## src/rtl/assert_macros.svh

```systemverilog
//------------------------------------------------------------------------------
// assert_macros.svh
// Concurrent assertion helpers, compiled out when NO_ASSERTIONS is defined.
//------------------------------------------------------------------------------
`ifndef ASSERT_MACROS_SVH
`define ASSERT_MACROS_SVH

`ifndef NO_ASSERTIONS

// same-cycle implication
`define CHK_IMPL(name, clk, rst_n, ante, cons) \
    name: assert property (@(posedge clk) disable iff (!rst_n) (ante) |-> (cons)) \
        else $error("assertion failed");

// next-cycle implication
`define CHK_NEXT(name, clk, rst_n, ante, cons) \
    name: assert property (@(posedge clk) disable iff (!rst_n) (ante) |=> (cons)) \
        else $error("assertion failed");

`else

`define CHK_IMPL(name, clk, rst_n, ante, cons)
`define CHK_NEXT(name, clk, rst_n, ante, cons)

`endif

`endif

```

## src/rtl/lsq_pkg.sv

```systemverilog
//------------------------------------------------------------------------------
// lsq_pkg
// Shared widths, types and step functions of the segment-to-quad expander.
//------------------------------------------------------------------------------
package lsq_pkg;

    localparam int COORD_BITS  = 24;
    localparam int HW_BITS     = 20;
    localparam int DIFF_BITS   = COORD_BITS + 1;
    localparam int SHIFT_BITS  = $clog2(DIFF_BITS);
    localparam int NORM_BITS   = 15;              // normalized max in [2^14, 2^15)
    localparam int NORM_MSB    = NORM_BITS - 1;
    localparam int SQ_BITS     = 2 * NORM_BITS;
    localparam int LEN_BITS    = SQ_BITS + 1;
    localparam int LANE_BITS   = 34;
    localparam int DIV_STEPS   = 32;
    localparam int SQRT_STEPS  = 17;
    localparam int UNIT_STAGES = 1 + DIV_STEPS + SQRT_STEPS;
    localparam int UNIT_BITS   = SQRT_STEPS;      // unit component, at most 2^16
    localparam int RND_SHIFT   = 16;
    localparam int PROD_BITS   = UNIT_BITS + HW_BITS + 1;
    localparam int MAG_BITS    = HW_BITS + 1;
    localparam int OFS_BITS    = MAG_BITS + 1;
    localparam int SUM_BITS    = ((COORD_BITS > OFS_BITS) ? COORD_BITS : OFS_BITS) + 1;

    localparam int CFG_IDX_BITS = 8;
    localparam logic [CFG_IDX_BITS-1:0] REG_HALF_WIDTH  = CFG_IDX_BITS'(0);
    localparam logic [CFG_IDX_BITS-1:0] REG_DEPTH_LAYER = CFG_IDX_BITS'(1);
    localparam logic [HW_BITS-1:0]      HALF_WIDTH_RST  = HW_BITS'(4096);

    localparam int QUEUE_DEPTH = 4;
    localparam int QPTR_BITS   = $clog2(QUEUE_DEPTH);

    localparam logic signed [COORD_BITS-1:0] COORD_MAX = {1'b0, {(COORD_BITS-1){1'b1}}};
    localparam logic signed [COORD_BITS-1:0] COORD_MIN = {1'b1, {(COORD_BITS-1){1'b0}}};

    typedef enum logic [1:0] {
        CORNER_SM = 2'd0,
        CORNER_SP = 2'd1,
        CORNER_EP = 2'd2,
        CORNER_EM = 2'd3
    } corner_t;

    typedef struct packed {
        logic signed [COORD_BITS-1:0] sx;
        logic signed [COORD_BITS-1:0] sy;
        logic signed [COORD_BITS-1:0] ex;
        logic signed [COORD_BITS-1:0] ey;
        logic                         neg_dx;
        logic                         pos_dy;
        logic                         degen;
    } seg_t;

    typedef struct packed {
        seg_t                seg;
        logic [SQ_BITS-1:0]  ax2;
        logic [SQ_BITS-1:0]  ay2;
        logic [LEN_BITS-1:0] len2;
    } job_t;

    // divide phase: acc = quotient, rem = remainder
    // root phase:   acc = radicand left, rem = root
    typedef struct packed {
        logic [LANE_BITS-1:0] acc;
        logic [LANE_BITS-1:0] rem;
    } lane_t;

    typedef struct packed {
        seg_t                seg;
        logic [LEN_BITS-1:0] len2;
        lane_t               lox;   // from ay2, feeds x offset
        lane_t               loy;   // from ax2, feeds y offset
    } work_t;

    function automatic lane_t div_init(logic [SQ_BITS-1:0] a2, logic [LEN_BITS-1:0] len2);
        lane_t o;
        logic [LANE_BITS-1:0] n;
        logic [LANE_BITS-1:0] d;
        n = LANE_BITS'(a2);
        d = LANE_BITS'(len2);
        o.acc = '0;
        o.rem = n;
        if (n >= d) begin
            o.acc = LANE_BITS'(1);
            o.rem = n - d;
        end
        return o;
    endfunction

    function automatic lane_t div_step(lane_t i, logic [LEN_BITS-1:0] len2);
        lane_t o;
        logic [LANE_BITS-1:0] r2;
        logic [LANE_BITS-1:0] d;
        d     = LANE_BITS'(len2);
        r2    = {i.rem[LANE_BITS-2:0], 1'b0};
        o.acc = {i.acc[LANE_BITS-2:0], 1'b0};
        o.rem = r2;
        if (r2 >= d) begin
            o.acc[0] = 1'b1;
            o.rem    = r2 - d;
        end
        return o;
    endfunction

    function automatic lane_t sqrt_init(lane_t i);
        lane_t o;
        o.acc = i.acc;
        o.rem = '0;
        return o;
    endfunction

    function automatic lane_t sqrt_step(lane_t i, int k);
        lane_t o;
        logic [LANE_BITS-1:0] b;
        logic [LANE_BITS-1:0] t;
        b = LANE_BITS'(1) << (2 * k);
        t = i.rem + b;
        if (i.acc >= t) begin
            o.acc = i.acc - t;
            o.rem = (i.rem >> 1) + b;
        end else begin
            o.acc = i.acc;
            o.rem = i.rem >> 1;
        end
        return o;
    endfunction

endpackage

```

## src/rtl/lsq_queue.sv

```systemverilog
//------------------------------------------------------------------------------
// lsq_queue
// Short job queue between the front and the back.
//------------------------------------------------------------------------------
module lsq_queue (
    input  logic          clk,
    input  logic          rst_n,
    input  logic          in_valid,
    output logic          in_ready,
    input  lsq_pkg::job_t in_job,
    output logic          out_valid,
    input  logic          out_ready,
    output lsq_pkg::job_t out_job
);
    import lsq_pkg::*;

    job_t                 mem_reg [QUEUE_DEPTH];
    logic [QPTR_BITS-1:0] wr_ptr_reg, rd_ptr_reg;
    logic [QPTR_BITS:0]   count_reg, count_next;
    logic                 push, pop;

    assign in_ready  = count_reg != (QPTR_BITS+1)'(QUEUE_DEPTH);
    assign out_valid = count_reg != '0;
    assign out_job   = mem_reg[rd_ptr_reg];
    assign push      = in_valid && in_ready;
    assign pop       = out_valid && out_ready;

    always_comb begin
        count_next = count_reg;
        if (push && !pop) count_next = count_reg + 1'b1;
        if (pop && !push) count_next = count_reg - 1'b1;
    end

    always_ff @(posedge clk) begin
        if (!rst_n) begin
            wr_ptr_reg <= '0;
            rd_ptr_reg <= '0;
            count_reg  <= '0;
        end else begin
            if (push) wr_ptr_reg <= wr_ptr_reg + 1'b1;
            if (pop)  rd_ptr_reg <= rd_ptr_reg + 1'b1;
            count_reg <= count_next;
        end
    end

    always_ff @(posedge clk) begin
        if (push) mem_reg[wr_ptr_reg] <= in_job;
    end

endmodule

```

## config.mk

```make
export PLATFORM = sky130hd
export DESIGN_NAME = lsq_queue
export DESIGN_NICKNAME = d
export VERILOG_FILES = /design/src/rtl/assert_macros.svh /design/src/rtl/lsq_pkg.sv /design/src/rtl/lsq_queue.sv
export SDC_FILE = /design/constraint.sdc
export NUM_CORES = 1
export LEC_CHECK = 0
export BUFFER_PORTS_ARGS = -buffer_cell sky130_fd_sc_hd__buf_2
export CAP_MARGIN = 0
export CORE_MARGIN = 2
export CORE_UTILIZATION = 60
export CTS_BUF_LIST = sky130_fd_sc_hd__clkbuf_4 sky130_fd_sc_hd__clkbuf_8
export DETAILED_ROUTE_END_ITERATION = 8
export PLACE_DENSITY_LB_ADDON = 0.05
export SLEW_MARGIN = 20
export SYNTH_ARGS = -nofsm -noshare
export SYNTH_HDL_FRONTEND = slang
export SYNTH_SLANG_ARGS = --single-unit
```

## constraint.sdc

```tcl
create_clock -name clk -period 11.9 [get_ports clk]
set_clock_uncertainty 0.15 [all_clocks]
set_input_delay 0.595 -clock clk [delete_from_list [all_inputs] [get_ports clk]]
set_output_delay 0.595 -clock clk [all_outputs]
set_load 0.05 [all_outputs]
```

==> results.cfg <==
[status]
outcome = complete, no violations

[cts]
worstSkewPairLatency_ns = 0.67
htree_levels = 3
cts_resized = 0
tritoncts = yes
root_buffer = clkbuf_8
cts_sinks = 769
cts_buffers = 115
clock_path_buffers = 3
path_clk_slew_ns = 0.06

[cells_and_area]
fin_area_um2 = 34600
largest_register_ffs = 760
layout-drive-gt1-share = 0.431
area_delta_synth_final_pct = 24.3
nNetsFinal = 1906
fillers = 2440

[logic_synthesis]
synth_top_area_frac = 0.819
ys_seq_area_frac = 0.826
synth_area_per_cell_um2 = 26.7
syn_area_um2 = 27900
synthTopCellsByArea = edfxtp_1, mux4_2, dfxtp_1
synth-seq-cells = 769
synth_nets = 1244
synth_cells = 1044
synth_area_leader_cell = edfxtp_1
synthDistinctLibCells = 23
yosysWarnings = 0

[sta]
worst_slew_margin_rel = 0.302
fmax_ghz = 0.201
period_share = 0.418
fin_ws_ns = 6.92
hold_viol_final = 0
tns_ns = 0
finalSetupViolCount = 0
fin_crit_ns = 4.98
hold_ws_ns = 0.0981
rsz0062_at_grt = no
tightest_slew_ns = 1.05
slew_violations = 0

[critical_path]
cp_cell_sequence = buf_12, buf_4, mux4_2, buf_2
endpoint_kind = primary output
critical_path.max_fanout = 102
critPathMaxStageDelay_ns = 0.97
critical_path.slowest_cell = dfxtp_4
worstPathArrival_ns = 4.23
start_kind = flip-flop
path_class = flip-flop to primary output
critPathRequiredTime_ns = 11.16
crit_buf_inv = 3
crit_family = buffers and inverters

[global_routing]
grt_antenna_before_repair = 6
grt_pass1_vias = 14300
grt_pass1_wl_mm = 84.2
grt_max_degree = 161
track_usage = 0.240
grt.overflow.total = 0

[pwr]
power_frac_seq = 0.421
cellPowerDensity_nw_per_um2 = 232
comb_power_share = 0.319
p_leak_nw = 11.8
p_sw_frac = 0.350
p_sw_w = 0.00281
irDropWorstVdd_mv = 0.172
p_total_w = 0.00802
internal_power_w = 0.00521
clkPwrFrac = 0.260

[die]
die_area_um2 = 48200
die_y_um = 219
initial_core_util = 0.611
coreArea_um2 = 45600
core.rowCount = 78
die_w_um = 219
io_pins = 386

[place]
placed_area_um2 = 30400
routabilityCongestion = 0.771
hpwl_mm = 32.2
portBuffers = 385
post-place-ws_ns = 7.41

[route]
vias = 13400
met1_length_mm = 22.0
via_per_inst = 5.59
first_iter_violations = 903
detail-route-antenna-nets = 0
drcViolationCount = 0
wl_met3_mm = 5.01
dr.pass1.iters = 4
wl_met2_mm = 27.4
top_layer_used = met5
routedWlPerCell_um = 23.2
wl_mm = 55.8

[min_path]
min_path_type = input port to flip-flop

[run]
maxCapViolCount = 0
[worst paths after layout]
check	start	endpoint	slack, ns	cells after the start
setup reg to reg	count_reg[0]	mem_reg[1][82]	8.25	5
hold / removal	rst_n	flip-flop	0.1	2
hold reg to reg	wr_ptr_reg[1]	wr_ptr_reg[1]	0.36	2
setup / recovery	flip-flop	out_job[110]	6.92	4
[Yosys cell counts]
cell and n:
a21boi_1 1, xor2_1 1, or3_1 2, o21ai_0 2
and2_1 7, clkbuf_1 2, dfxtp_1 9, nor2b_1 2
inv_1 6, mux4_2 190, o31a_1 1, buf_2 22
buf_6 11, a21boi_0 1, mux2i_1 2, o311ai_0 1
nand2_1 6, xnor2_1 3, fa_1 1, buf_1 8
ha_1 5, edfxtp_1 760, nor2_1 1
[final cells by class]
type | instances | area, µm² | share of cell area
flip-flops and latches | 769 | 23000 | 0.665
multi-input cells | 226 | 4560 | 0.132
repair buffers | 588 | 3970 | 0.115
clock buffers | 166 | 2000 | 0.0579
well taps | 600 | 751 | 0.0217
clock inverters | 42 | 278 | 0.00803
inverters | 6 | 22.5 | 0.000651
diodes | 4 | 10.0 | 0.000289
[metal layers]
metal,vias to the layer above,GRT usage
met5,-,0
met4,4,0.0883
met3,89,0.0747
met2,482,0.373
met1,6974,0.327
li1,5882,-
[timing repair]
| action | CTS | global route |
|---|---|---|
| hold buffers | 190 | 0 |
| buffers inserted | 0 | 0 |
| hold endpoints to repair | 760 | 0 |
[layout by cell type (no fill, tap or decap), types with 2 or more instances in the layout]
master,count
dlygate4sd3_1,190
dfxtp_1,7
buf_2,385
inv_1,6
buf_4,9
and2_1,3
ha_1,5
xnor2_1,3
dfxtp_4,2
o21ai_0,2
clkbuf_4,45
clkinv_2,9
bufinv_16,4
clkinv_1,28
clkbuf_8,121
or3_1,2
nor2b_1,2
buf_12,3
and2_4,4
mux4_2,190
mux2i_1,2
nand2_1,6
edfxtp_1,760
diode_2,4
[cells by family after synthesis]
kind of cell,count (synthesis),synth area share
DFF,769,0.826
and+or+nand+nor,18,0.00341
AOI/OAI and AO/OA,6,0.00153
muxes,192,0.154
xor gates and xnor gates,4,0.00126
adders and majority gates,6,0.00297
buffers and inverters,49,0.0106
[power groups by stage]
stage	clock, W	combinational [W]	sequential [W]
2_1_floorplan	0	0.00202	0.00341
3_3_place_gp	0	0.00253	0.00342
3_5_place_dp	0	0.00253	0.00344
4_1_cts	0.00213	0.00259	0.00338
5_1_grt	0.00225	0.00268	0.00340
6_report	0.00208	0.00256	0.00337
[through the flow]
stage                     utilization  std cells
after global placement          0.667       1999
after floorplan                     -       1044
after global routing            0.759       2399
final                           0.759       2401
after detailed placement        0.667       1999
after CTS                       0.759       2397
No activity file was read; power rests on OpenSTA's default activity.
