**config.mk**
```make
export PLATFORM = sky130hd
export DESIGN_NAME = lsq_front
export DESIGN_NICKNAME = d
export VERILOG_FILES = /design/src/rtl/assert_macros.svh /design/src/rtl/lsq_pkg.sv /design/src/rtl/lsq_front.sv
export SDC_FILE = /design/constraint.sdc
export NUM_CORES = 2
export LEC_CHECK = 0
export ABC_CLOCK_PERIOD_IN_PS = 14700
export BUFFER_PORTS_ARGS = -buffer_cell sky130_fd_sc_hd__buf_2
export CAP_MARGIN = 40
export CORE_UTILIZATION = 33
export CTS_BUF_LIST = sky130_fd_sc_hd__clkbuf_16
export DETAILED_ROUTE_END_ITERATION = 10
export PLACE_DENSITY = 0.52
export SLEW_MARGIN = 20
export SYNTH_ARGS = -nofsm -noshare
export SYNTH_HDL_FRONTEND = slang
export SYNTH_SLANG_ARGS = --single-unit
```
**constraint.sdc**
```tcl
create_clock -name clk -period 14.7 [get_ports clk]
set_clock_uncertainty 0.05 [all_clocks]
set_input_delay 2.205 -clock clk [delete_from_list [all_inputs] [get_ports clk]]
set_output_delay 2.205 -clock clk [all_outputs]
set_load 0.03 [all_outputs]
```
**src/rtl/assert_macros.svh**
```systemverilog
//------------------------------------------------------------------------------
// assert_macros.svh
// Concurrent assertion helpers, compiled out when NO_ASSERTIONS is defined.
//------------------------------------------------------------------------------
`ifndef ASSERT_MACROS_SVH
`define ASSERT_MACROS_SVH

`ifndef NO_ASSERTIONS

// same-cycle implication
`define CHK_IMPL(name, clk, rst_n, ante, cons) \
    name: assert property (@(posedge clk) disable iff (!rst_n) (ante) |-> (cons)) \
        else $error("assertion failed");

// next-cycle implication
`define CHK_NEXT(name, clk, rst_n, ante, cons) \
    name: assert property (@(posedge clk) disable iff (!rst_n) (ante) |=> (cons)) \
        else $error("assertion failed");

`else

`define CHK_IMPL(name, clk, rst_n, ante, cons)
`define CHK_NEXT(name, clk, rst_n, ante, cons)

`endif

`endif

```
**src/rtl/lsq_pkg.sv**
```systemverilog
//------------------------------------------------------------------------------
// lsq_pkg
// Shared widths, types and step functions of the segment-to-quad expander.
//------------------------------------------------------------------------------
package lsq_pkg;

    localparam int COORD_BITS  = 24;
    localparam int HW_BITS     = 20;
    localparam int DIFF_BITS   = COORD_BITS + 1;
    localparam int SHIFT_BITS  = $clog2(DIFF_BITS);
    localparam int NORM_BITS   = 15;              // normalized max in [2^14, 2^15)
    localparam int NORM_MSB    = NORM_BITS - 1;
    localparam int SQ_BITS     = 2 * NORM_BITS;
    localparam int LEN_BITS    = SQ_BITS + 1;
    localparam int LANE_BITS   = 34;
    localparam int DIV_STEPS   = 32;
    localparam int SQRT_STEPS  = 17;
    localparam int UNIT_STAGES = 1 + DIV_STEPS + SQRT_STEPS;
    localparam int UNIT_BITS   = SQRT_STEPS;      // unit component, at most 2^16
    localparam int RND_SHIFT   = 16;
    localparam int PROD_BITS   = UNIT_BITS + HW_BITS + 1;
    localparam int MAG_BITS    = HW_BITS + 1;
    localparam int OFS_BITS    = MAG_BITS + 1;
    localparam int SUM_BITS    = ((COORD_BITS > OFS_BITS) ? COORD_BITS : OFS_BITS) + 1;

    localparam int CFG_IDX_BITS = 8;
    localparam logic [CFG_IDX_BITS-1:0] REG_HALF_WIDTH  = CFG_IDX_BITS'(0);
    localparam logic [CFG_IDX_BITS-1:0] REG_DEPTH_LAYER = CFG_IDX_BITS'(1);
    localparam logic [HW_BITS-1:0]      HALF_WIDTH_RST  = HW_BITS'(4096);

    localparam int QUEUE_DEPTH = 4;
    localparam int QPTR_BITS   = $clog2(QUEUE_DEPTH);

    localparam logic signed [COORD_BITS-1:0] COORD_MAX = {1'b0, {(COORD_BITS-1){1'b1}}};
    localparam logic signed [COORD_BITS-1:0] COORD_MIN = {1'b1, {(COORD_BITS-1){1'b0}}};

    typedef enum logic [1:0] {
        CORNER_SM = 2'd0,
        CORNER_SP = 2'd1,
        CORNER_EP = 2'd2,
        CORNER_EM = 2'd3
    } corner_t;

    typedef struct packed {
        logic signed [COORD_BITS-1:0] sx;
        logic signed [COORD_BITS-1:0] sy;
        logic signed [COORD_BITS-1:0] ex;
        logic signed [COORD_BITS-1:0] ey;
        logic                         neg_dx;
        logic                         pos_dy;
        logic                         degen;
    } seg_t;

    typedef struct packed {
        seg_t                seg;
        logic [SQ_BITS-1:0]  ax2;
        logic [SQ_BITS-1:0]  ay2;
        logic [LEN_BITS-1:0] len2;
    } job_t;

    // divide phase: acc = quotient, rem = remainder
    // root phase:   acc = radicand left, rem = root
    typedef struct packed {
        logic [LANE_BITS-1:0] acc;
        logic [LANE_BITS-1:0] rem;
    } lane_t;

    typedef struct packed {
        seg_t                seg;
        logic [LEN_BITS-1:0] len2;
        lane_t               lox;   // from ay2, feeds x offset
        lane_t               loy;   // from ax2, feeds y offset
    } work_t;

    function automatic lane_t div_init(logic [SQ_BITS-1:0] a2, logic [LEN_BITS-1:0] len2);
        lane_t o;
        logic [LANE_BITS-1:0] n;
        logic [LANE_BITS-1:0] d;
        n = LANE_BITS'(a2);
        d = LANE_BITS'(len2);
        o.acc = '0;
        o.rem = n;
        if (n >= d) begin
            o.acc = LANE_BITS'(1);
            o.rem = n - d;
        end
        return o;
    endfunction

    function automatic lane_t div_step(lane_t i, logic [LEN_BITS-1:0] len2);
        lane_t o;
        logic [LANE_BITS-1:0] r2;
        logic [LANE_BITS-1:0] d;
        d     = LANE_BITS'(len2);
        r2    = {i.rem[LANE_BITS-2:0], 1'b0};
        o.acc = {i.acc[LANE_BITS-2:0], 1'b0};
        o.rem = r2;
        if (r2 >= d) begin
            o.acc[0] = 1'b1;
            o.rem    = r2 - d;
        end
        return o;
    endfunction

    function automatic lane_t sqrt_init(lane_t i);
        lane_t o;
        o.acc = i.acc;
        o.rem = '0;
        return o;
    endfunction

    function automatic lane_t sqrt_step(lane_t i, int k);
        lane_t o;
        logic [LANE_BITS-1:0] b;
        logic [LANE_BITS-1:0] t;
        b = LANE_BITS'(1) << (2 * k);
        t = i.rem + b;
        if (i.acc >= t) begin
            o.acc = i.acc - t;
            o.rem = (i.rem >> 1) + b;
        end else begin
            o.acc = i.acc;
            o.rem = i.rem >> 1;
        end
        return o;
    endfunction

endpackage

```
**src/rtl/lsq_front.sv**
```systemverilog
//------------------------------------------------------------------------------
// lsq_front
// Accepts segments, classifies them and builds the normalized squares.
//------------------------------------------------------------------------------
module lsq_front (
    input  logic                            clk,
    input  logic                            rst_n,
    input  logic                            in_valid,
    output logic                            in_ready,
    input  logic signed [lsq_pkg::COORD_BITS-1:0] in_sx,
    input  logic signed [lsq_pkg::COORD_BITS-1:0] in_sy,
    input  logic signed [lsq_pkg::COORD_BITS-1:0] in_ex,
    input  logic signed [lsq_pkg::COORD_BITS-1:0] in_ey,
    output logic                            out_valid,
    input  logic                            out_ready,
    output lsq_pkg::job_t                   out_job
);
    import lsq_pkg::*;

    logic en;
    logic v1_reg, v2_reg, v3_reg;
    seg_t seg1_reg, seg2_reg;
    logic [DIFF_BITS-1:0]  ax1_reg, ay1_reg;
    logic [SHIFT_BITS-1:0] msb1_reg;
    logic [NORM_BITS-1:0]  nx2_reg, ny2_reg;
    job_t job3_reg;

    logic signed [DIFF_BITS-1:0] dx, dy;
    logic [DIFF_BITS-1:0]  ax, ay, mag_or;
    logic [SHIFT_BITS-1:0] msb;
    seg_t                  seg0;
    logic [NORM_BITS-1:0]  nx, ny;
    logic [SQ_BITS-1:0]    ax2, ay2;

    assign en        = !v3_reg || out_ready;
    assign in_ready  = en;
    assign out_valid = v3_reg;
    assign out_job   = job3_reg;

    // stage 1: differences, magnitudes, leading-one position
    always_comb begin
        dx = DIFF_BITS'(in_ex) - DIFF_BITS'(in_sx);
        dy = DIFF_BITS'(in_ey) - DIFF_BITS'(in_sy);
        ax = dx[DIFF_BITS-1] ? DIFF_BITS'(-dx) : DIFF_BITS'(dx);
        ay = dy[DIFF_BITS-1] ? DIFF_BITS'(-dy) : DIFF_BITS'(dy);
        mag_or = ax | ay;
        msb = '0;
        for (int i = 0; i < DIFF_BITS; i++) begin
            if (mag_or[i]) msb = SHIFT_BITS'(i);
        end
        seg0.sx     = in_sx;
        seg0.sy     = in_sy;
        seg0.ex     = in_ex;
        seg0.ey     = in_ey;
        seg0.neg_dx = dx[DIFF_BITS-1];
        seg0.pos_dy = !dy[DIFF_BITS-1] && (dy != '0);
        seg0.degen  = (dx == '0) && (dy == '0);
    end

    // stage 2: shift max into [2^14, 2^15)
    always_comb begin
        if (msb1_reg >= SHIFT_BITS'(NORM_MSB)) begin
            nx = NORM_BITS'(ax1_reg >> (msb1_reg - SHIFT_BITS'(NORM_MSB)));
            ny = NORM_BITS'(ay1_reg >> (msb1_reg - SHIFT_BITS'(NORM_MSB)));
        end else begin
            nx = NORM_BITS'(ax1_reg << (SHIFT_BITS'(NORM_MSB) - msb1_reg));
            ny = NORM_BITS'(ay1_reg << (SHIFT_BITS'(NORM_MSB) - msb1_reg));
        end
    end

    // stage 3: squares and squared length
    assign ax2 = nx2_reg * nx2_reg;
    assign ay2 = ny2_reg * ny2_reg;

    always_ff @(posedge clk) begin
        if (!rst_n) begin
            v1_reg <= 1'b0;
            v2_reg <= 1'b0;
            v3_reg <= 1'b0;
        end else if (en) begin
            v1_reg <= in_valid;
            v2_reg <= v1_reg;
            v3_reg <= v2_reg;
        end
    end

    always_ff @(posedge clk) begin
        if (en) begin
            seg1_reg      <= seg0;
            ax1_reg       <= ax;
            ay1_reg       <= ay;
            msb1_reg      <= msb;
            seg2_reg      <= seg1_reg;
            nx2_reg       <= nx;
            ny2_reg       <= ny;
            job3_reg.seg  <= seg2_reg;
            job3_reg.ax2  <= ax2;
            job3_reg.ay2  <= ay2;
            job3_reg.len2 <= LEN_BITS'(ax2) + LEN_BITS'(ay2);
        end
    end

endmodule

```
==> impl_metrics.json <==
{
  "status": "completed",
  "n_fill_cell": 10600,
  "syn_avg_cell_area_um2": 11.0,
  "max-cap-violations": 0,
  "cts_made_buffers": 54,
  "path_delay_family": "adder cells",
  "path_class": "flop to flop",
  "core_area_um2": 107000,
  "path_clk_slew_ps": 60,
  "io_pins": 292,
  "clockBufferDepth": 3,
  "rr_startpoint": "ny2_reg[8]",
  "rr_endpoint": "out_job[30]",
  "hold_class": "flop to flop",
  "postSynth.asyncResetShare": 0,
  "met2_length_mm": 45.6,
  "tns_ps": 0,
  "ys.flop_type": "edfxtp_1",
  "final_cell_mix": "inv_1 (507), edfxtp_1 (471), nand2_1 (305)",
  "die_w_um": 331,
  "die_y_um": 331,
  "startpoint": "ny2_reg[8]",
  "vias": 24400,
  "arrival_ps": 9370,
  "largest_reg_flops": 188,
  "fin_crit_ps": 9060,
  "path_buf_inv": 7,
  "grt_pass1_vias": 24900,
  "port_buffers": 289,
  "critPathLaunchType": "flop",
  "wl_per_cell_um": 18.5,
  "synth.distinct_cells": 92,
  "antenna_found_initial": 1,
  "gp_routability_congestion": 0.895,
  "critPathMaxFanout": 11,
  "synth_area_leaders": "edfxtp_1 (39%), fa_1 (15%), ha_1 (9.2%)",
  "synth-warning-count": 0,
  "syn-cell-area_um2": 35800,
  "rows": 120,
  "drt_iter0_drc": 1502,
  "setup.worst_path.end": "out_job[30]",
  "cts_resized": 0,
  "rr_worst_depth": 35,
  "period_share": 0.616,
  "top_layer": "met4",
  "route.detailed.drc": 0,
  "final_common_cell": "inv_1",
  "vias_per_cell": 4.91,
  "grt_pass1_wl_mm": 145,
  "cts_hold_buf": 0,
  "htree_levels": 2,
  "crit_required_ps": 15010,
  "end_kind": "flop",
  "postCtsSetupBuffers": 0,
  "slowest_stage": "edfxtp_1",
  "hpwl_mm": 73.6,
  "cp_common_cell": "inv_1",
  "root_buffer": "clkbuf_16",
  "cpPeakStageDelay_ps": 600,
  "grt_max_degree": 151,
  "max_clock_freq_ghz": 0.110,
  "max_slew_margin": 0.341,
  "syn_inst": 3246,
  "final_nets": 4171,
  "gr-usage-all-layers": 0.168,
  "yosysSeqAreaShare": 0.397,
  "slew_violations": 0,
  "crit_cells": 35,
  "grt_setup_unrepaired": "false",
  "area_growth_pct": 14.3,
  "r2r_setup_slack_ps": 5640,
  "clock_sinks": 474,
  "yosysTopAreaCell": "edfxtp_1",
  "finalSetupViolCount": 0,
  "final_util": 0.381,
  "synth-seq-cells": 474,
  "dieArea_um2": 110000,
  "synth-edff-count": 471,
  "yosysTopAreaCellShare": 0.395,
  "clk_latency_ps": 670,
  "cts_tree": "yes",
  "worst-slew-pin-transition_ps": 989,
  "start_util": 0.334,
  "hold_viol": 0,
  "drtAntennaViolNets": 0,
  "layout-drive-gt1-share": 0.145,
  "dr_wl_met3_mm": 4.10,
  "finalWirelength_mm": 92.0,
  "drt_pass1_iterations": 5,
  "m1WireLength_mm": 40.1,
  "grt_overflow": 0
}
==> cell families after synthesis <==
| kind of cell | count (synthesis) | synth area share |
|---|---|---|
| xor+xnor | 174 | 0.0425 |
| simple gates | 804 | 0.107 |
| other cells | 1 | 0.000105 |
| fa+ha+maj | 542 | 0.247 |
| buf+inv | 600 | 0.0634 |
| mux | 100 | 0.0422 |
| flops | 474 | 0.397 |
| compound gates | 551 | 0.101 |
==> final cells by class <==
class	instances	area, um2	area share
tap	1403	1760	0.0429
timing repair buffer	324	1800	0.0439
clock inverter	48	573	0.0140
antenna	1	2.50	0.0000611
inverter	503	1890	0.0461
clock buffer	54	1350	0.0330
multi-input combinational	2173	19400	0.473
sequential	474	14200	0.347
==> worst register-to-register path: cells and delay by family, from the launching register on <==
| family | cells | cell delay [ps] |
|---|---|---|
| AOI/OAI and AO/OA | 14 | 3070 |
| xor gates and xnor gates | 1 | 250 |
| adders and majority gates | 8 | 3740 |
| buffers and inverters | 7 | 550 |
| DFF | 1 | 600 |
| muxes | 1 | 90 |
| and+or+nand+nor | 4 | 440 |
==> cell usage after synthesis (6+ instances only) <==
library cell / instances
a211oi_1: 33
a21o_1: 41
a21oi_1: 172
a22oi_1: 10
a31oi_1: 20
and2_1: 72
and3_1: 14
buf_1: 15
clkbuf_1: 78
edfxtp_1: 471
fa_1: 277
ha_1: 264
inv_1: 500
mux2_2: 17
mux2i_1: 44
mux4_2: 39
nand2_1: 305
nand2b_1: 26
nand3_1: 31
nand4_1: 21
nor2_1: 172
nor2b_1: 33
nor3_1: 46
nor4_1: 13
o2111ai_1: 6
o211ai_1: 19
o21a_1: 26
o21ai_0: 87
o21bai_1: 14
o221ai_1: 15
o22ai_1: 20
o31ai_1: 14
or2_2: 20
or3_1: 14
or4_1: 7
xnor2_1: 117
xor2_1: 57
==> routing by layer <==
layer | track usage | vias to the layer above
li1 | - | 11800
met1 | 0.216 | 11900
met2 | 0.295 | 596
met3 | 0.0239 | 101
met4 | 0.0423 | 0
met5 | 0 | -
==> worst min path at each step <==
stage | end | from | slack (ps) | cells after the start
4_1_cts | seg2_reg[7] | seg1_reg[7] | 360 | 0
2_1_floorplan | out_job[100] | seg2_reg[9] | 350 | 0
3_3_place_gp | seg2_reg[96] | seg1_reg[96] | 350 | 0
5_1_grt | out_job[138] | seg2_reg[47] | 370 | 0
6_report | seg2_reg[82] | seg1_reg[82] | 360 | 0
3_5_place_dp | out_job[136] | seg2_reg[45] | 350 | 0
==> through the flow <==
step	std cells	area, um2	worst slack [ps]	hold slack [ps]
floorplan	3247	35800	4230	350
global placement	4863	38800	5690	350
detailed placement	4874	39000	5540	355
CTS	4976	40900	5540	363
global route	4980	40900	4840	370
finish	4980	40900	5640	361
Power is not shown: default switching activity piles up to over one toggle a cycle in this logic, so the estimate is an artifact.
