### src/rtl/assert_macros.svh
//------------------------------------------------------------------------------
// assert_macros.svh
// Concurrent assertion helpers, compiled out when NO_ASSERTIONS is defined.
//------------------------------------------------------------------------------
`ifndef ASSERT_MACROS_SVH
`define ASSERT_MACROS_SVH

`ifndef NO_ASSERTIONS

// same-cycle implication
`define CHK_IMPL(name, clk, rst_n, ante, cons) \
    name: assert property (@(posedge clk) disable iff (!rst_n) (ante) |-> (cons)) \
        else $error("assertion failed");

// next-cycle implication
`define CHK_NEXT(name, clk, rst_n, ante, cons) \
    name: assert property (@(posedge clk) disable iff (!rst_n) (ante) |=> (cons)) \
        else $error("assertion failed");

`else

`define CHK_IMPL(name, clk, rst_n, ante, cons)
`define CHK_NEXT(name, clk, rst_n, ante, cons)

`endif

`endif

### src/rtl/lsq_pkg.sv
//------------------------------------------------------------------------------
// lsq_pkg
// Shared widths, types and step functions of the segment-to-quad expander.
//------------------------------------------------------------------------------
package lsq_pkg;

    localparam int COORD_BITS  = 24;
    localparam int HW_BITS     = 20;
    localparam int DIFF_BITS   = COORD_BITS + 1;
    localparam int SHIFT_BITS  = $clog2(DIFF_BITS);
    localparam int NORM_BITS   = 15;              // normalized max in [2^14, 2^15)
    localparam int NORM_MSB    = NORM_BITS - 1;
    localparam int SQ_BITS     = 2 * NORM_BITS;
    localparam int LEN_BITS    = SQ_BITS + 1;
    localparam int LANE_BITS   = 34;
    localparam int DIV_STEPS   = 32;
    localparam int SQRT_STEPS  = 17;
    localparam int UNIT_STAGES = 1 + DIV_STEPS + SQRT_STEPS;
    localparam int UNIT_BITS   = SQRT_STEPS;      // unit component, at most 2^16
    localparam int RND_SHIFT   = 16;
    localparam int PROD_BITS   = UNIT_BITS + HW_BITS + 1;
    localparam int MAG_BITS    = HW_BITS + 1;
    localparam int OFS_BITS    = MAG_BITS + 1;
    localparam int SUM_BITS    = ((COORD_BITS > OFS_BITS) ? COORD_BITS : OFS_BITS) + 1;

    localparam int CFG_IDX_BITS = 8;
    localparam logic [CFG_IDX_BITS-1:0] REG_HALF_WIDTH  = CFG_IDX_BITS'(0);
    localparam logic [CFG_IDX_BITS-1:0] REG_DEPTH_LAYER = CFG_IDX_BITS'(1);
    localparam logic [HW_BITS-1:0]      HALF_WIDTH_RST  = HW_BITS'(4096);

    localparam int QUEUE_DEPTH = 4;
    localparam int QPTR_BITS   = $clog2(QUEUE_DEPTH);

    localparam logic signed [COORD_BITS-1:0] COORD_MAX = {1'b0, {(COORD_BITS-1){1'b1}}};
    localparam logic signed [COORD_BITS-1:0] COORD_MIN = {1'b1, {(COORD_BITS-1){1'b0}}};

    typedef enum logic [1:0] {
        CORNER_SM = 2'd0,
        CORNER_SP = 2'd1,
        CORNER_EP = 2'd2,
        CORNER_EM = 2'd3
    } corner_t;

    typedef struct packed {
        logic signed [COORD_BITS-1:0] sx;
        logic signed [COORD_BITS-1:0] sy;
        logic signed [COORD_BITS-1:0] ex;
        logic signed [COORD_BITS-1:0] ey;
        logic                         neg_dx;
        logic                         pos_dy;
        logic                         degen;
    } seg_t;

    typedef struct packed {
        seg_t                seg;
        logic [SQ_BITS-1:0]  ax2;
        logic [SQ_BITS-1:0]  ay2;
        logic [LEN_BITS-1:0] len2;
    } job_t;

    // divide phase: acc = quotient, rem = remainder
    // root phase:   acc = radicand left, rem = root
    typedef struct packed {
        logic [LANE_BITS-1:0] acc;
        logic [LANE_BITS-1:0] rem;
    } lane_t;

    typedef struct packed {
        seg_t                seg;
        logic [LEN_BITS-1:0] len2;
        lane_t               lox;   // from ay2, feeds x offset
        lane_t               loy;   // from ax2, feeds y offset
    } work_t;

    function automatic lane_t div_init(logic [SQ_BITS-1:0] a2, logic [LEN_BITS-1:0] len2);
        lane_t o;
        logic [LANE_BITS-1:0] n;
        logic [LANE_BITS-1:0] d;
        n = LANE_BITS'(a2);
        d = LANE_BITS'(len2);
        o.acc = '0;
        o.rem = n;
        if (n >= d) begin
            o.acc = LANE_BITS'(1);
            o.rem = n - d;
        end
        return o;
    endfunction

    function automatic lane_t div_step(lane_t i, logic [LEN_BITS-1:0] len2);
        lane_t o;
        logic [LANE_BITS-1:0] r2;
        logic [LANE_BITS-1:0] d;
        d     = LANE_BITS'(len2);
        r2    = {i.rem[LANE_BITS-2:0], 1'b0};
        o.acc = {i.acc[LANE_BITS-2:0], 1'b0};
        o.rem = r2;
        if (r2 >= d) begin
            o.acc[0] = 1'b1;
            o.rem    = r2 - d;
        end
        return o;
    endfunction

    function automatic lane_t sqrt_init(lane_t i);
        lane_t o;
        o.acc = i.acc;
        o.rem = '0;
        return o;
    endfunction

    function automatic lane_t sqrt_step(lane_t i, int k);
        lane_t o;
        logic [LANE_BITS-1:0] b;
        logic [LANE_BITS-1:0] t;
        b = LANE_BITS'(1) << (2 * k);
        t = i.rem + b;
        if (i.acc >= t) begin
            o.acc = i.acc - t;
            o.rem = (i.rem >> 1) + b;
        end else begin
            o.acc = i.acc;
            o.rem = i.rem >> 1;
        end
        return o;
    endfunction

endpackage

### src/rtl/lsq_emit.sv
//------------------------------------------------------------------------------
// lsq_emit
// Scales the unit vector, then issues the four saturated corners in order.
//------------------------------------------------------------------------------
module lsq_emit (
    input  logic                                  clk,
    input  logic                                  rst_n,
    input  logic                                  in_valid,
    output logic                                  in_ready,
    input  lsq_pkg::seg_t                         in_seg,
    input  logic [lsq_pkg::UNIT_BITS-1:0]         in_ux,
    input  logic [lsq_pkg::UNIT_BITS-1:0]         in_uy,
    input  logic [lsq_pkg::HW_BITS-1:0]           half_width,
    input  logic signed [lsq_pkg::COORD_BITS-1:0] depth_layer,
    output logic                                  out_valid,
    input  logic                                  out_ready,
    output logic signed [lsq_pkg::COORD_BITS-1:0] out_x,
    output logic signed [lsq_pkg::COORD_BITS-1:0] out_y,
    output logic signed [lsq_pkg::COORD_BITS-1:0] out_z,
    output lsq_pkg::corner_t                      out_corner,
    output logic                                  out_last,
    output logic                                  out_degen
);
    import lsq_pkg::*;

    // scale stage
    logic                       mv_reg;
    seg_t                       mseg_reg;
    logic signed [OFS_BITS-1:0] mox_reg, moy_reg;
    // corner holder
    logic                       hv_reg;
    seg_t                       hseg_reg;
    logic signed [OFS_BITS-1:0] hox_reg, hoy_reg;
    corner_t                    cnt_reg, cnt_next;
    // output register
    logic                         ov_reg;
    logic signed [COORD_BITS-1:0] ox_out_reg, oy_out_reg, oz_out_reg;
    corner_t                      oc_reg;
    logic                         olast_reg, odeg_reg;

    logic [PROD_BITS-1:0]         px, py;
    logic [MAG_BITS-1:0]          magx, magy;
    logic signed [OFS_BITS-1:0]   offx, offy;
    logic                         out_load, hold_free, m_take;
    logic signed [COORD_BITS-1:0] bx, by;
    logic signed [SUM_BITS-1:0]   sumx, sumy;
    logic                         plus;

    function automatic logic signed [COORD_BITS-1:0] sat(logic signed [SUM_BITS-1:0] v);
        if (v > SUM_BITS'(COORD_MAX)) return COORD_MAX;
        if (v < SUM_BITS'(COORD_MIN)) return COORD_MIN;
        return COORD_BITS'(v);
    endfunction

    // magnitude = (u * half_width + 2^15) >> 16, signed by direction
    always_comb begin
        px   = PROD_BITS'(in_ux) * PROD_BITS'(half_width)
             + (PROD_BITS'(1) << (RND_SHIFT - 1));
        py   = PROD_BITS'(in_uy) * PROD_BITS'(half_width)
             + (PROD_BITS'(1) << (RND_SHIFT - 1));
        magx = px[RND_SHIFT +: MAG_BITS];
        magy = py[RND_SHIFT +: MAG_BITS];
        offx = signed'({1'b0, magx});
        offy = signed'({1'b0, magy});
        if (in_seg.pos_dy) offx = -offx;
        if (in_seg.neg_dx) offy = -offy;
        if (in_seg.degen) begin
            offx = '0;
            offy = '0;
        end
    end

    assign out_load  = hv_reg && (!ov_reg || out_ready);
    assign hold_free = !hv_reg || (out_load && (cnt_reg == CORNER_EM));
    assign m_take    = mv_reg && hold_free;
    assign in_ready  = !mv_reg || m_take;

    always_comb begin
        unique case (cnt_reg)
            CORNER_SM: cnt_next = CORNER_SP;
            CORNER_SP: cnt_next = CORNER_EP;
            CORNER_EP: cnt_next = CORNER_EM;
            CORNER_EM: cnt_next = CORNER_SM;
            default:   cnt_next = CORNER_SM;
        endcase
    end

    always_comb begin
        bx   = (cnt_reg == CORNER_SM || cnt_reg == CORNER_SP) ? hseg_reg.sx : hseg_reg.ex;
        by   = (cnt_reg == CORNER_SM || cnt_reg == CORNER_SP) ? hseg_reg.sy : hseg_reg.ey;
        plus = (cnt_reg == CORNER_SP || cnt_reg == CORNER_EP);
        sumx = plus ? SUM_BITS'(bx) + SUM_BITS'(hox_reg) : SUM_BITS'(bx) - SUM_BITS'(hox_reg);
        sumy = plus ? SUM_BITS'(by) + SUM_BITS'(hoy_reg) : SUM_BITS'(by) - SUM_BITS'(hoy_reg);
    end

    always_ff @(posedge clk) begin
        if (!rst_n) begin
            mv_reg  <= 1'b0;
            hv_reg  <= 1'b0;
            ov_reg  <= 1'b0;
            cnt_reg <= CORNER_SM;
        end else begin
            if (in_ready) mv_reg <= in_valid;
            if (hold_free) begin
                hv_reg <= mv_reg;
            end
            if (m_take) begin
                cnt_reg <= CORNER_SM;
            end else if (out_load) begin
                cnt_reg <= cnt_next;
            end
            if (out_load) begin
                ov_reg <= 1'b1;
            end else if (out_ready) begin
                ov_reg <= 1'b0;
            end
        end
    end

    always_ff @(posedge clk) begin
        if (in_ready) begin
            mseg_reg <= in_seg;
            mox_reg  <= offx;
            moy_reg  <= offy;
        end
        if (m_take) begin
            hseg_reg <= mseg_reg;
            hox_reg  <= mox_reg;
            hoy_reg  <= moy_reg;
        end
        if (out_load) begin
            ox_out_reg <= sat(sumx);
            oy_out_reg <= sat(sumy);
            oz_out_reg <= depth_layer;
            oc_reg     <= cnt_reg;
            olast_reg  <= (cnt_reg == CORNER_EM);
            odeg_reg   <= hseg_reg.degen;
        end
    end

    assign out_valid  = ov_reg;
    assign out_x      = ox_out_reg;
    assign out_y      = oy_out_reg;
    assign out_z      = oz_out_reg;
    assign out_corner = oc_reg;
    assign out_last   = olast_reg;
    assign out_degen  = odeg_reg;

endmodule

### config.mk
export PLATFORM = sky130hd
export DESIGN_NAME = lsq_emit
export DESIGN_NICKNAME = d
export VERILOG_FILES = /design/src/rtl/assert_macros.svh /design/src/rtl/lsq_pkg.sv /design/src/rtl/lsq_emit.sv
export SDC_FILE = /design/constraint.sdc
export NUM_CORES = 2
export LEC_CHECK = 0
export BUFFER_PORTS_ARGS = -buffer_cell sky130_fd_sc_hd__buf_4
export CAP_MARGIN = 5
export CORE_ASPECT_RATIO = 0.9
export CORE_UTILIZATION = 63
export DETAILED_ROUTE_END_ITERATION = 8
export GPL_TIMING_DRIVEN = 0
export PLACE_DENSITY_LB_ADDON = 0.1
export SLEW_MARGIN = 10
export SYNTH_ARGS = -nofsm -noshare
export SYNTH_HDL_FRONTEND = slang
export SYNTH_SLANG_ARGS = --single-unit
### constraint.sdc
create_clock -name clk -period 10.65 [get_ports clk]
set_input_delay 2.13 -clock clk [delete_from_list [all_inputs] [get_ports clk]]
set_output_delay 2.13 -clock clk [all_outputs]
set_load 0.05 [all_outputs]
==> impl_metrics.env <==
export IMPL_synth_yosys_warnings=0
export IMPL_h_tree_depth=2
export IMPL_die_w_um=264
export IMPL_cts_root_buf="clkbuf_16"
export IMPL_worst_pin_slew_ns=1.04
export IMPL_routed_via_count=27800
export IMPL_layout_drive_gt1_share=0.100
export IMPL_coreArea_um2=60400
export IMPL_fin_worst_skew_ns=0.0231
export IMPL_wl_um=101000
export IMPL_rsz0062_at_grt="false"
export IMPL_final_cell_mix="inv_1 (626), fa_1 (540), nand2_1 (429), edfxtp_1 (358), and2_1 (326)"
export IMPL_maxSlewViolCount=0
export IMPL_max_freq_mhz=101
export IMPL_synth_nets=4738
export IMPL_endpoint_kind="flop"
export IMPL_layout_commonest_cell="inv_1"
export IMPL_gr_usage_all_layers=0.331
export IMPL_grt_pass1_wl_um=158000
export IMPL_antenna_found_initial=2
export IMPL_ys_ff_latch=363
export IMPL_pre_cts_slack_ns=0.422
export IMPL_drv_cap=0
export IMPL_place_congestion=0.946
export IMPL_insertion_delay_ns=0.53
export IMPL_cts_resized=0
export IMPL_synth_async_sr_flop_share=0
export IMPL_synth_edf_count=358
export IMPL_grt_pass1_vias=28500
export IMPL_nets=5009
export IMPL_cts_tree="built"
export IMPL_io_buffers=227
export IMPL_clockBufferDepth=3
export IMPL_synthCells=3717
export IMPL_final_setup_viol_count=0
export IMPL_synth_area_um2=38900
export IMPL_wl_per_cell_um=21.1
export IMPL_hold_slack_ns=0.408
export IMPL_ys_seq_area_frac=0.279
export IMPL_post_cts_setup_buffers=0
export IMPL_fin_ws_ns=0.726
export IMPL_clk_pin_slew_ns=0.06
export IMPL_hold_viol_final=0
export IMPL_start_util=0.643
export IMPL_worstPathArrival_ns=10.18
export IMPL_slew_headroom=0.306
export IMPL_hold_class="flop to flop"
export IMPL_crit_fanout=10
export IMPL_grt_max_degree=65
export IMPL_drt_initial_drc_count=2218
export IMPL_io_pins=259
export IMPL_cts_sinks=363
export IMPL_status="finished clean"
export IMPL_cts_buffers=34
export IMPL_crit_required_ns=10.91
export IMPL_holdBufCountCts=0
export IMPL_post_route_util=0.709
export IMPL_synthToLayoutAreaGrowth_pct=10.2
export IMPL_die_area_um2=62700
export IMPL_start_kind="primary input"
export IMPL_timing_setup_tns_ns=0
export IMPL_fin_crit_ns=9.92
export IMPL_avgSynthCellArea_um2=10.5
export IMPL_fin_crit_sh=0.932
export IMPL_drtAntennaViolNets=0
export IMPL_dp_hpwl_um=81900
export IMPL_overflow=0
export IMPL_drt_first_pass_iters=8
export IMPL_synth_cell_types=97
export IMPL_die_h_um=238
export IMPL_vias_per_cell=5.79
export IMPL_drc_errors=0
export IMPL_ys_flop_type="edfxtp_1"
export IMPL_crit_type="primary input to flop"
export IMPL_rows=85
-- metrics by stage --
stage	instance area [um^2]	cells
final	42800	4798
after global routing	42800	4796
after CTS	42800	4796
after detailed placement	41800	4735
after global placement	41500	4727
after floorplan	38900	3717
-- layer usage --
metal | vias up | share of wire | track usage
met5 | - | 0 | 0
met4 | 0 | 0.052 | 0.155
met3 | 299 | 0.094 | 0.0692
met2 | 1347 | 0.46 | 0.541
met1 | 13600 | 0.39 | 0.425
li1 | 12500 | - | -
-- kinds of logic after synthesis --
logic type / count (synthesis) / share of synthesized area
simple gates: 1064 / 0.137
fa+ha+maj: 871 / 0.383
buf+inv: 799 / 0.0785
compound gates: 407 / 0.0707
flops: 363 / 0.279
xor+xnor: 145 / 0.0327
mux: 68 / 0.0193
-- cells in the mapped netlist (7+ instances only) --
library cell,instances,area (um^2)
inv_1,627,2350
fa_1,540,10800
nand2_1,430,1610
edfxtp_1,358,10800
and2_1,326,2040
ha_1,300,3750
clkbuf_1,154,578
nor2_1,134,503
a21oi_1,122,611
xor2_1,77,674
xnor2_1,68,596
a21o_1,57,428
mux2_2,55,619
o21ai_0,51,255
maj3_1,31,310
o21a_1,28,210
nor3_1,23,115
nand3_1,21,105
nand2b_1,19,119
nand4_1,16,100
a211oi_1,15,113
a31oi_1,15,93.8
o31ai_1,15,113
o211ai_1,14,105
and3_1,13,81.3
mux2i_1,13,130
o21bai_1,13,97.6
nor2b_1,12,75.1
nor4_1,12,75.1
or2_2,10,62.6
buf_2,8,40.0
o21ai_1,8,40.0
nand3b_1,7,52.6
-- worst max-delay path, cell delays in order --
cell and delay (ns):
buf_4 0.09, clkbuf_1 0.46, clkbuf_1 0.50, nand2_1 0.16
fa_1 0.55, fa_1 0.54, fa_1 0.51, inv_1 0.05
fa_1 0.51, fa_1 0.51, inv_1 0.06, fa_1 0.49
inv_1 0.04, ha_1 0.36, nand4_1 0.26, o21a_1 0.26
a211oi_1 0.53, o311ai_0 0.36, o31a_2 0.21, a211o_1 0.36
or4_4 0.55, buf_6 0.15, o31ai_1 0.31, xor2_1 0.17
nor2_1 0.05
-- worst paths after layout --
kind	endpoint	depth (start not counted)	from	slack, ns
max	mox_reg[15]$_SDFFCE_PP0P_	25	in_ux[2]	0.73
min	hseg_reg[38]$_DFFE_PP_	0	mseg_reg[38]$_DFFE_PP_	0.41
max reg2reg	out_y[20]$_SDFFCE_PN1P_	21	cnt_reg[0]$_SDFFE_PP0P_	3.71
min reg2reg	hseg_reg[38]$_DFFE_PP_	0	mseg_reg[38]$_DFFE_PP_	0.41
-- cell type report --
cell class / instances / area (um^2)
clock inverter: 21 / 170
inverter: 627 / 2360
buffer: 172 / 697
antenna: 2 / 5.00
multi-input combinational: 2555 / 25000
sequential: 363 / 10900
tap: 783 / 980
fill: 4604 / 17600
timing repair buffer: 235 / 1890
clock buffer: 40 / 895
Power is left out: the tool's default activity adds up to more than one toggle a clock period on the data nets, which glitch-free logic cannot reach.
